<file path="src/fqs_pkg.sv">
// fqs_pkg: shared types, constants and the element drop function
// of the feature qualifier selector
// no dependencies
package fqs_pkg;

	localparam int FLAG_W     = 5;
	localparam int LEN_W      = 7;
	localparam int VAL_W      = 32;
	localparam int OUT_IDX_W  = 6;
	localparam int POS_W      = 10;
	localparam int CFG_IDX_W  = 2;
	localparam int MAX_DIM_DEF = 64;

	// qualifier bit positions
	localparam int Q_E = 0;
	localparam int Q_N = 1;
	localparam int Q_D = 2;
	localparam int Q_A = 3;
	localparam int Q_Z = 4;

	// configuration register indexes
	localparam logic [CFG_IDX_W-1:0] CFG_SOURCE_FLAGS  = 2'd0;
	localparam logic [CFG_IDX_W-1:0] CFG_WANTED_FLAGS  = 2'd1;
	localparam logic [CFG_IDX_W-1:0] CFG_SOURCE_LENGTH = 2'd2;

	typedef logic signed [POS_W-1:0] lpos_t;
	typedef logic [FLAG_W-1:0] flags_t;

	// block layout of one vector: base start, energy and zeroth positions per block
	typedef struct packed {
		lpos_t  pb0, pb1, pb2;
		lpos_t  pe0, pe1, pe2;
		lpos_t  pz0, pz1, pz2;
		lpos_t  blen;
		flags_t s;
		flags_t d;
	} layout_t;

	typedef struct packed {
		logic   drop;
		flags_t flags;
	} drop_t;

	// layout status handed from the layout unit to the element path
	typedef struct packed {
		layout_t           layout;
		logic              err;
		flags_t            flags;
		logic [LEN_W-1:0]  rlen;
	} status_t;

	function automatic logic fqs_in_span(lpos_t pos, lpos_t start, lpos_t n);
		logic signed [POS_W:0] lim;
		lim = $signed({start[POS_W-1], start}) + $signed({n[POS_W-1], n});
		return ($signed(pos) >= $signed(start)) &&
			($signed({pos[POS_W-1], pos}) < lim);
	endfunction

	function automatic drop_t fqs_drop(layout_t ly, lpos_t pos);
		flags_t del;
		flags_t add;
		flags_t nt;
		logic   m;
		drop_t  r;
		del = ly.s & ~ly.d;
		add = ~ly.s & ly.d;
		nt  = ly.s;
		m   = 1'b0;
		// suppress static energy, or else the static zeroth term
		if (add[Q_N]) begin
			if (ly.s[Q_E]) begin
				m = m | (pos == ly.pe0);
				nt[Q_N] = 1'b1;
			end else if (ly.s[Q_Z]) begin
				m = m | (pos == ly.pz0);
				nt[Q_N] = 1'b1;
			end
		end
		// dropping delta also drops acceleration
		if (del[Q_D]) del[Q_A] = 1'b1;
		if (del[Q_A]) begin
			m = m | fqs_in_span(pos, ly.pb2, ly.blen);
			nt[Q_A] = 1'b0;
		end
		if (del[Q_D]) begin
			m = m | fqs_in_span(pos, ly.pb1, ly.blen);
			nt[Q_D] = 1'b0;
		end
		if (del[Q_E]) begin
			m = m | (pos == ly.pe2) | (pos == ly.pe1);
			if (!nt[Q_N]) m = m | (pos == ly.pe0);
			nt[Q_E] = 1'b0;
			nt[Q_N] = 1'b0;
			del[Q_E] = 1'b0;
			del[Q_N] = 1'b0;
		end
		if (del[Q_Z]) begin
			m = m | (pos == ly.pz2) | (pos == ly.pz1);
			if (!nt[Q_N]) m = m | (pos == ly.pz0);
			nt[Q_Z] = 1'b0;
			nt[Q_N] = 1'b0;
		end
		r.drop  = m;
		r.flags = nt;
		return r;
	endfunction

endpackage

</file>
<file path="src/fqs_layout.sv">
// fqs_layout: configuration registers, block layout derivation and the
// result length sweep after each configuration change
// depends on fqs_pkg
module fqs_layout
	import fqs_pkg::*;
#(
	parameter int MAX_DIM = MAX_DIM_DEF
) (
	input  logic                          clk,
	input  logic                          arst_n,
	input  logic                          cfg_write,
	input  logic [CFG_IDX_W-1:0]          cfg_index,
	input  logic [LEN_W-1:0]              cfg_data,
	output logic                          busy,
	output status_t                       status,
	output logic [$clog2(MAX_DIM+1)-1:0]  flen
);

	localparam int CW = $clog2(MAX_DIM + 1);
	localparam int PW = $clog2(MAX_DIM);

	localparam logic [1:0] ST_READY = 2'd0;
	localparam logic [1:0] ST_LOAD  = 2'd1;
	localparam logic [1:0] ST_SWEEP = 2'd2;

	logic [1:0]       state_q;
	flags_t           src_q;
	flags_t           want_q;
	logic [LEN_W-1:0] len_q;

	layout_t          layout_q;
	logic             err_q;
	logic [CW-1:0]    flen_q;
	logic [CW-1:0]    cnt_q;
	logic [PW-1:0]    idx_q;
	logic [LEN_W-1:0] rlen_q;

	layout_t          layout_c;
	logic             err_c;
	logic [CW-1:0]    flen_c;
	logic [7:0]       size_c;
	logic [15:0]      prod_c;
	logic [6:0]       q3_c;
	logic [7:0]       q3x3_c;
	logic [7:0]       per_c;
	logic [1:0]       blocks_c;
	lpos_t            base_c;
	drop_t            sweep_d;
	drop_t            flag_d;
	logic [CW-1:0]    cnt_next;

	always_ff @(posedge clk or negedge arst_n) begin
		if (!arst_n) begin
			src_q  <= '0;
			want_q <= '0;
			len_q  <= LEN_W'(1);
		end else if (cfg_write) begin
			unique case (cfg_index)
				CFG_SOURCE_FLAGS:  src_q  <= cfg_data[FLAG_W-1:0];
				CFG_WANTED_FLAGS:  want_q <= cfg_data[FLAG_W-1:0];
				CFG_SOURCE_LENGTH: len_q  <= cfg_data;
				default: ;
			endcase
		end
	end

	// layout from the current registers
	always_comb begin
		size_c   = {1'b0, len_q} + {7'd0, src_q[Q_N]};
		blocks_c = 2'd1 + {1'b0, src_q[Q_D]} + {1'b0, src_q[Q_A]};
		// divide by three through the reciprocal, exact for 8-bit values
		prod_c   = 16'(size_c) * 16'd171;
		q3_c     = prod_c[15:9];
		q3x3_c   = {q3_c, 1'b0} + {1'b0, q3_c};
		per_c    = size_c;
		err_c    = (len_q == '0) || (int'(len_q) > MAX_DIM);
		case (blocks_c)
			2'd2: begin
				per_c = {1'b0, size_c[7:1]};
				err_c = err_c | size_c[0];
			end
			2'd3: begin
				per_c = {1'b0, q3_c};
				err_c = err_c | (size_c != q3x3_c);
			end
			default: ;
		endcase
		base_c = lpos_t'(per_c) - lpos_t'(src_q[Q_E]) - lpos_t'(src_q[Q_Z]);
		err_c  = err_c | base_c[POS_W-1];

		layout_c     = '0;
		layout_c.s   = src_q;
		layout_c.d   = want_q;
		if (src_q[Q_E] && src_q[Q_Z]) begin
			layout_c.pz0  = base_c;
			layout_c.pe0  = base_c + lpos_t'(1);
			layout_c.blen = base_c + lpos_t'(2);
		end else if (src_q[Q_E] || src_q[Q_Z]) begin
			layout_c.pz0  = base_c;
			layout_c.pe0  = base_c;
			layout_c.blen = base_c + lpos_t'(1);
		end else begin
			layout_c.blen = base_c;
		end
		layout_c.pb1 = layout_c.blen;
		layout_c.pb2 = layout_c.blen + layout_c.blen;
		layout_c.pe1 = layout_c.pe0 + layout_c.blen;
		layout_c.pe2 = layout_c.pe1 + layout_c.blen;
		layout_c.pz1 = layout_c.pz0 + layout_c.blen;
		layout_c.pz2 = layout_c.pz1 + layout_c.blen;
		// suppressed static energy: vector starts one element early after block 0
		if (src_q[Q_N]) begin
			layout_c.pe0 = '0;
			layout_c.pb1 = layout_c.pb1 - lpos_t'(1);
			layout_c.pb2 = layout_c.pb2 - lpos_t'(1);
			layout_c.pe1 = layout_c.pe1 - lpos_t'(1);
			layout_c.pe2 = layout_c.pe2 - lpos_t'(1);
			layout_c.pz1 = layout_c.pz1 - lpos_t'(1);
			layout_c.pz2 = layout_c.pz2 - lpos_t'(1);
		end

		if (len_q == '0)
			flen_c = CW'(1);
		else if (int'(len_q) > MAX_DIM)
			flen_c = CW'(MAX_DIM);
		else
			flen_c = CW'(len_q);
	end

	assign sweep_d  = fqs_drop(layout_q, lpos_t'(idx_q));
	assign flag_d   = fqs_drop(layout_q, '0);
	assign cnt_next = cnt_q + CW'(!sweep_d.drop);

	always_ff @(posedge clk or negedge arst_n) begin
		if (!arst_n) begin
			state_q <= ST_LOAD;
			idx_q   <= '0;
			cnt_q   <= '0;
			rlen_q  <= '0;
		end else if (cfg_write) begin
			state_q <= ST_LOAD;
		end else begin
			unique case (state_q)
				ST_LOAD: begin
					idx_q   <= '0;
					cnt_q   <= '0;
					rlen_q  <= '0;
					state_q <= err_c ? ST_READY : ST_SWEEP;
				end
				ST_SWEEP: begin
					cnt_q <= cnt_next;
					if (CW'(idx_q) == flen_q - CW'(1)) begin
						rlen_q  <= LEN_W'(cnt_next);
						state_q <= ST_READY;
					end else begin
						idx_q <= idx_q + PW'(1);
					end
				end
				default: ;
			endcase
		end
	end

	always_ff @(posedge clk) begin
		if (state_q == ST_LOAD) begin
			layout_q <= layout_c;
			err_q    <= err_c;
			flen_q   <= flen_c;
		end
	end

	assign busy          = (state_q != ST_READY);
	assign flen          = flen_q;
	assign status.layout = layout_q;
	assign status.err    = err_q;
	assign status.flags  = err_q ? layout_q.s : flag_d.flags;
	assign status.rlen   = err_q ? '0 : rlen_q;

endmodule

</file>
<file path="src/fqs_select.sv">
// fqs_select: element path with input register, frame counters,
// keep decision and result register
// depends on fqs_pkg
module fqs_select
	import fqs_pkg::*;
#(
	parameter int MAX_DIM = MAX_DIM_DEF
) (
	input  logic                          clk,
	input  logic                          arst_n,
	input  logic                          busy,
	input  status_t                       status,
	input  logic [$clog2(MAX_DIM+1)-1:0]  flen,
	input  logic                          in_valid,
	output logic                          in_stall,
	input  logic [VAL_W-1:0]              element_value,
	output logic                          out_valid,
	input  logic                          out_stall,
	output logic                          keep,
	output logic [VAL_W-1:0]              kept_value,
	output logic [OUT_IDX_W-1:0]          out_index,
	output logic                          frame_end,
	output flags_t                        result_flags,
	output logic [LEN_W-1:0]              result_length,
	output logic                          format_error
);

	localparam int CW = $clog2(MAX_DIM + 1);
	localparam int PW = $clog2(MAX_DIM);

	logic             valid_s1;
	logic [VAL_W-1:0] value_s1;
	logic             valid_s2;
	logic             keep_s2;
	logic [VAL_W-1:0] value_s2;
	logic [OUT_IDX_W-1:0] index_s2;
	logic             fend_s2;
	flags_t           flags_s2;
	logic [LEN_W-1:0] rlen_s2;
	logic             err_s2;

	logic [PW-1:0]    elem_pos_q;
	logic [CW-1:0]    kept_cnt_q;

	logic             s2_free;
	logic             advance;
	logic             accept;
	logic [PW-1:0]    pos_c;
	logic             keep_c;
	logic             fend_c;
	drop_t            drop_c;

	assign s2_free  = !valid_s2 || !out_stall;
	assign advance  = valid_s1 && s2_free;
	assign in_stall = busy || (valid_s1 && !s2_free);
	assign accept   = in_valid && !in_stall;

	always_comb begin
		if (CW'(elem_pos_q) >= flen)
			pos_c = PW'(flen - CW'(1));
		else
			pos_c = elem_pos_q;
		drop_c = fqs_drop(status.layout, lpos_t'(pos_c));
		keep_c = !status.err && !drop_c.drop;
		fend_c = (CW'(pos_c) == flen - CW'(1));
	end

	always_ff @(posedge clk or negedge arst_n) begin
		if (!arst_n) begin
			valid_s1   <= 1'b0;
			valid_s2   <= 1'b0;
			elem_pos_q <= '0;
			kept_cnt_q <= '0;
		end else begin
			if (accept)
				valid_s1 <= 1'b1;
			else if (advance)
				valid_s1 <= 1'b0;
			if (advance)
				valid_s2 <= 1'b1;
			else if (!out_stall)
				valid_s2 <= 1'b0;
			if (advance) begin
				if (fend_c) begin
					elem_pos_q <= '0;
					kept_cnt_q <= '0;
				end else begin
					elem_pos_q <= pos_c + PW'(1);
					kept_cnt_q <= kept_cnt_q + CW'(keep_c);
				end
			end
		end
	end

	always_ff @(posedge clk) begin
		if (accept)
			value_s1 <= element_value;
		if (advance) begin
			keep_s2  <= keep_c;
			value_s2 <= value_s1;
			index_s2 <= keep_c ? OUT_IDX_W'(kept_cnt_q) : '0;
			fend_s2  <= fend_c;
			flags_s2 <= status.flags;
			rlen_s2  <= status.rlen;
			err_s2   <= status.err;
		end
	end

	assign out_valid     = valid_s2;
	assign keep          = keep_s2;
	assign kept_value    = value_s2;
	assign out_index     = index_s2;
	assign frame_end     = fend_s2;
	assign result_flags  = flags_s2;
	assign result_length = rlen_s2;
	assign format_error  = err_s2;

endmodule

</file>
<file path="src/feature_qualifier_selector.sv">
// feature_qualifier_selector: top level, one feature element in and one report out
// an element passes the input and result registers; one element per cycle sustained while
// out_stall is low and the layout unit is not busy; after reset or the last configuration write
// the input stalls while the layout is loaded and every frame position is swept for the kept
// length (no sweep on a format error); reset clears pipeline valids, frame counters and the registers to 0, 0, 1
// depends on fqs_pkg, fqs_layout, fqs_select
module feature_qualifier_selector
	import fqs_pkg::*;
#(
	parameter int MAX_DIM = MAX_DIM_DEF
) (
	input  logic                  clk,
	input  logic                  arst_n,
	// configuration write port
	input  logic                  cfg_write,
	input  logic [CFG_IDX_W-1:0]  cfg_index,
	input  logic [LEN_W-1:0]      cfg_data,
	// element input channel
	input  logic                  in_valid,
	output logic                  in_stall,
	input  logic [VAL_W-1:0]      element_value,
	// result channel
	output logic                  out_valid,
	input  logic                  out_stall,
	output logic                  keep,
	output logic [VAL_W-1:0]      kept_value,
	output logic [OUT_IDX_W-1:0]  out_index,
	output logic                  frame_end,
	output logic [FLAG_W-1:0]     result_flags,
	output logic [LEN_W-1:0]      result_length,
	output logic                  format_error
);

	localparam int CW = $clog2(MAX_DIM + 1);

	// layout status; the user must not write the configuration while elements are in flight, not enforced here
	status_t       status;
	logic          busy;
	logic [CW-1:0] flen;

	// config registers, layout derivation and kept-length sweep
	fqs_layout #(
		.MAX_DIM (MAX_DIM)
	) u_layout (
		.clk       (clk),
		.arst_n    (arst_n),
		.cfg_write (cfg_write),
		.cfg_index (cfg_index),
		.cfg_data  (cfg_data),
		.busy      (busy),
		.status    (status),
		.flen      (flen)
	);

	// element path: input register, keep decision, result register
	fqs_select #(
		.MAX_DIM (MAX_DIM)
	) u_select (
		.clk           (clk),
		.arst_n        (arst_n),
		.busy          (busy),
		.status        (status),
		.flen          (flen),
		.in_valid      (in_valid),
		.in_stall      (in_stall),
		.element_value (element_value),
		.out_valid     (out_valid),
		.out_stall     (out_stall),
		.keep          (keep),
		.kept_value    (kept_value),
		.out_index     (out_index),
		.frame_end     (frame_end),
		.result_flags  (result_flags),
		.result_length (result_length),
		.format_error  (format_error)
	);

endmodule
</file>
<file path="config.mk">
export PLATFORM = sky130hd
export DESIGN_NAME = feature_qualifier_selector
export DESIGN_NICKNAME = d
export VERILOG_FILES = /design/src/fqs_pkg.sv /design/src/fqs_layout.sv /design/src/fqs_select.sv /design/src/feature_qualifier_selector.sv
export SDC_FILE = /design/constraint.sdc
export NUM_CORES = 1
export LEC_CHECK = 0
export BUFFER_PORTS_ARGS = -buffer_cell sky130_fd_sc_hd__buf_2
export CORE_UTILIZATION = 35
export CTS_BUF_LIST = sky130_fd_sc_hd__clkbuf_8
export DETAILED_ROUTE_END_ITERATION = 7
export HOLD_SLACK_MARGIN = 0.12
export REMOVE_ABC_BUFFERS = 1
export SYNTH_ARGS = -nofsm -noshare
export SYNTH_HDL_FRONTEND = slang
export SYNTH_SLANG_ARGS = --single-unit
</file>
<file path="constraint.sdc">
create_clock -name clk -period 16.15 [get_ports clk]
set_input_delay 1.615 -clock clk [delete_from_list [all_inputs] [get_ports clk]]
set_output_delay 1.615 -clock clk [all_outputs]
set_load 0.05 [all_outputs]
</file>
# Yosys cells after proc, flatten, opt, wreduce, memory -nomap -nowiden
# Index checks and enable logic that the tools add are counted.
# op_classes
bitwise,24
n_mux,54
n_reduce_logical,34
eq_ne,25
multipliers,1
n_lt_le_gt_ge,10
add_sub_neg,26
# op_table
operator,count
equality test 7 x 10 -> 1 bit,12
subtractor 10 x 2 -> 10 bit (second input constant),6
adder 10 bit,5
2-to-1 mux 10 bit,5
2-to-1 mux 50 bit,1
< comparator 7 x 11 -> 1 bit,4
greater-or-equal comparator 7 x 10 -> 1 bit,4
2-to-1 mux 1 bit,30
one-hot mux 7 bit (2 select lines),2
adder 10 x 10 -> 11 bit,2
2-to-1 mux 7 bit,3
2-to-1 mux 20 bit,1
OR 1 bit,19
2-to-1 mux 6 bit,3
multiplier 8 x 8 -> 16 bit (second input constant),1
one-hot mux 8 bit (2 select lines),1
adder 7 x 1 -> 7 bit,2
equality test 6 x 7 -> 1 bit,2
adder 6 x 1 -> 6 bit (second input constant),2
one-hot mux 6 bit (2 select lines),1
adder 10 x 2 -> 10 bit (second input constant),1
adder 10 x 3 -> 10 bit (second input constant),1
AND reduction 2 bit,5
subtractor 10 x 2 -> 10 bit,1
other kinds (32),60
# totals
word_cells,207
regBits,247
out_inout_bits,55
in_bits,46

# Logic depth before layout (Yosys ltp)
# depth
depth_word,24
ltp_mapped,43
ltp_nobuf,43

# Hierarchy
# Synthesis repeated with hierarchy kept, for this count alone.
# hier_totals
hier_cells,1772
area_unflattened_um2,18206.2
# modules_own_cells
mod,cells_per_inst,instances,seq_area_each_um2,area_per_inst_um2
fqs_layout,1302,1,3921.3,12534.5
fqs_select,470,1,2902.8,5671.7

# Worst setup path before layout
# No wires, ideal clock.
# synth_path
kind,register to register
from,register u_layout.len_q[0]
to,"register u_layout.layout_q, in the netlist u_layout.status[72] (data pin)"
arrival_time_ps,9537
path_buffers,0
setup_time_ps,264
period_less_slack_ps,9801
stages_incl_launch_ff,40
setup_slack_ps,6349
t_required_ps,15886
path_cell_list,dfstp_2 ha_1 and3_1 xor2_1 nand2_1 inv_1 or2_2 inv_1 fa_1 inv_1 fa_1 inv_1 fa_1 ha_1 a21oi_1 o21ai_0 xor2_1 a221o_1 [... 4 more ...] inv_1 ha_1 nand2_1 o21ai_0 o21ai_0 inv_1 fa_1 a21o_1 a21oi_1 xnor2_1 ha_1 xor2_1 or2_2 or2_2 nand2b_1 nor4_1 xnor2_1 xnor2_1
# synth_rtl
element,line,source
from (decl),fqs_layout.sv:29,logic [LEN_W-1:0] len_q;
from (signal assigned),fqs_layout.sv:61,CFG_SOURCE_LENGTH: len_q <= cfg_data;
to (signal assigned),fqs_layout.sv:166,layout_q <= layout_c;
to (decl),fqs_layout.sv:31,layout_t layout_q;

==> metrics.yaml <==
timing:
  fin_setup_tns_ns: 0
  timing_hold_violations_final: 0
  slew_viol_final: 0
  rsz0062_at_grt: "no"
  setup_slack_ns: 5.44
  setup_viol: 0
  post-route-period-util_pct: 66.3
  max_freq_ghz: 0.0934
  fin_crit_ns: 10.71
  finClkSkew_ns: 0.0113
  maxSlewHeadroom_pct: 30.8
  worst_pin_slew_ns: 1.04
route:
  top_layer: "met4"
  first_pass_iters: 5
  wl_met3_um: 2490
  postRouteAntennaNets: 0
  drt_iter0_markers: 1040
  wl_met1_um: 20200
  viasPerCell: 5.26
  wl_um: 44500
  met2WireLength_um: 20800
  vias: 13200
  route.detailed.drc: 0
  wire_per_inst_um: 17.8
layout:
  nets: 2051
  area_delta_synth_final_pct: 12.4
  drive_gt1_share_pct: 12.0
  post-route-util_pct: 40.3
setup_path:
  max_stage_delay_ns: 0.69
  path_common_cell: "ha_1"
  worstSetupPathType: "flop to flop"
  required_ns: 16.48
  end_kind: "flop"
  crit_slowest_cell: "xor2_1"
  critPathMaxFanout: 9
  cp.arrival_ns: 11.04
  startpoint_type: "flop"
yosys:
  yosysTopAreaCellShare_pct: 31.9
  syn-mean-instance-area_um2: 10.2
  ys_types: 82
  ys_seq_area_share_pct: 39.6
  synth_warnings: 0
  synth_edf_count: 183
  synth_seq_cells: 236
  synth_area_leaders: "edfxtp_1, ha_1, dfrtp_1"
  syn_area_mm2: 0.0172
  async_flop_share_pct: 22.5
  synth_top_cell_by_area: "edfxtp_1"
  synth_flop_cell: "edfxtp_1"
  syn_inst: 1691
cts:
  ctsHoldBuffers: 0
  cts_tree: "built"
  insertion_delay_ns: 0.59
  cts_resized: 0
  clkTransAtPathRegs_ns: 0.06
  numCtsBuffers: 44
  htreeDepth: 2
  cts.path.max_buffers: 3
  cts.sinks: 236
  clockRootBuffer: "clkbuf_8"
  postCtsSetupRepairBufs: 0
global_routing:
  grt_pass1_vias: 12900
  grt_max_degree: 84
  groute.usage.overall_pct: 17.7
  antenna_found_initial: 0
  grt_overflow: 0
  grt_pass1_wl_um: 70500
die:
  core_area_mm2: 0.0481
  die_w_um: 224
  initial_core_util_pct: 35.8
  row_count: 80
  dieHeight_um: 224
  io_pins: 101
  die_area_mm2: 0.0502
status:
  outcome: "completed"
placement:
  portBuffers: 100
  dp_hpwl_um: 34000
  place_ws_ns: 5.48
  gp_congestion: 0.929
hold_path:
  hold_path_class: "flop to flop"
job:
  cap_viol_max_count: 0
per-stage QoR:
step                instance area [um^2]  hold slack, ns  instances
finish                             19400           0.416       2501
global placement                   18500           0.400       2419
detailed placement                 18500           0.405       2419
CTS                                19400           0.416       2500
floorplan                          17100           0.400       1646
global route                       19400           0.418       2500
metal layers:
layer,GRT usage (%),vias to the layer above
met3,2.56,71
met2,29.8,411
met5,0,-
met1,23.3,6266
met4,5.83,0
li1,-,6413
synthesized netlist by cell type, drive strengths merged, types with 10 or more instances:
master and n:
xor2 81, o21a 13, nand2b 35, o21ai 74
a21oi 92, fa 19, nor4 27, or4 12
nand2 124, o211ai 11, a22o 11, edfxtp 183
nor3 39, dfrtp 51, o31ai 16, ha 177
nor2b 42, nand3 36, nand4 20, or2 12
mux2 16, xnor2 135, a211oi 10, a21o 38
clkbuf 36, a31oi 10, and2 15, inv 124
nor2 69, o21bai 32
path summary, 6_finish.rpt:
check	depth (start not counted)	to	from	slack, ns
setup / recovery	41	u_layout.status[72]$_DFFE_PN_	u_layout.len_q[0]$_DFFE_PN1P_	5.44
hold / removal	0	u_select.kept_value[9]$_DFFE_PP_	u_select.value_s1[9]$_DFFE_PP_	0.42
max in group asynchronous	2	u_layout.src_q[4]$_DFFE_PN0P_	arst_n	14.49
hold reg to reg	0	u_select.kept_value[9]$_DFFE_PP_	u_select.value_s1[9]$_DFFE_PP_	0.42
setup reg to reg	41	u_layout.status[72]$_DFFE_PN_	u_layout.len_q[0]$_DFFE_PN1P_	5.44
min in group asynchronous	2	u_layout.cnt_q[0]$_DFFE_PN0P_	arst_n	1.18
cell usage in the layout (no fill, tap or decap), types with 26 or more instances in the layout:
| cell type | instances |
|---|---|
| inv_1 | 134 |
| nand3_1 | 36 |
| nor2_1 | 69 |
| nand2b_1 | 35 |
| xor2_1 | 80 |
| nor3_1 | 39 |
| nor4_1 | 26 |
| a21o_1 | 38 |
| xnor2_1 | 132 |
| buf_2 | 100 |
| o21bai_1 | 32 |
| a21oi_1 | 92 |
| nand2_1 | 124 |
| ha_1 | 176 |
| nor2b_1 | 42 |
| clkbuf_8 | 46 |
| edfxtp_1 | 183 |
| o21ai_0 | 72 |
| dfrtp_1 | 51 |
worst max-delay path: cells and delay by family (launching register included):
| kind | cells | cell delay (ns) |
|---|---|---|
| adder cells (fa/ha/maj) | 11 | 3.76 |
| XOR/XNOR | 8 | 2.25 |
| AND/OR/NAND/NOR | 8 | 1.73 |
| AO/OA/AOI/OAI | 8 | 1.45 |
| buffers and inverters | 6 | 0.69 |
| flip-flops | 1 | 0.55 |
layout make-up:
cell class              instances  area, um^2
fillers                      4639       28800
multi-input cells            1285        9790
flip-flops and latches        236        6820
well taps                     656         821
clock buffers                  46         633
repair buffers                117         628
inverters                     125         469
clock inverters                35         216
diodes                          1        2.50
registers in the layout (all words and copies together), names as in the netlist, 7 cells and up:
signal / count
u_layout.flen: 7
u_layout.cnt_q: 7
u_select.kept_value: 32
u_select.value_s1: 32
u_layout.status: 90
u_layout.rlen_q: 7
u_select.result_length: 7
u_layout.len_q: 7
cells by family after synthesis:
group | after synthesis | synth area share, %
and+or+nand+nor | 465 | 14.1
buffers and inverters | 170 | 3.75
adders and majority gates | 196 | 15.0
DFF | 236 | 39.6
muxes | 21 | 1.33
AOI/OAI and AO/OA | 386 | 15.1
xor gates and xnor gates | 216 | 11.1
other | 1 | 0.0217
Power is left out: the tool's default activity adds up to more than one toggle a clock period on the data nets, which glitch-free logic cannot reach.
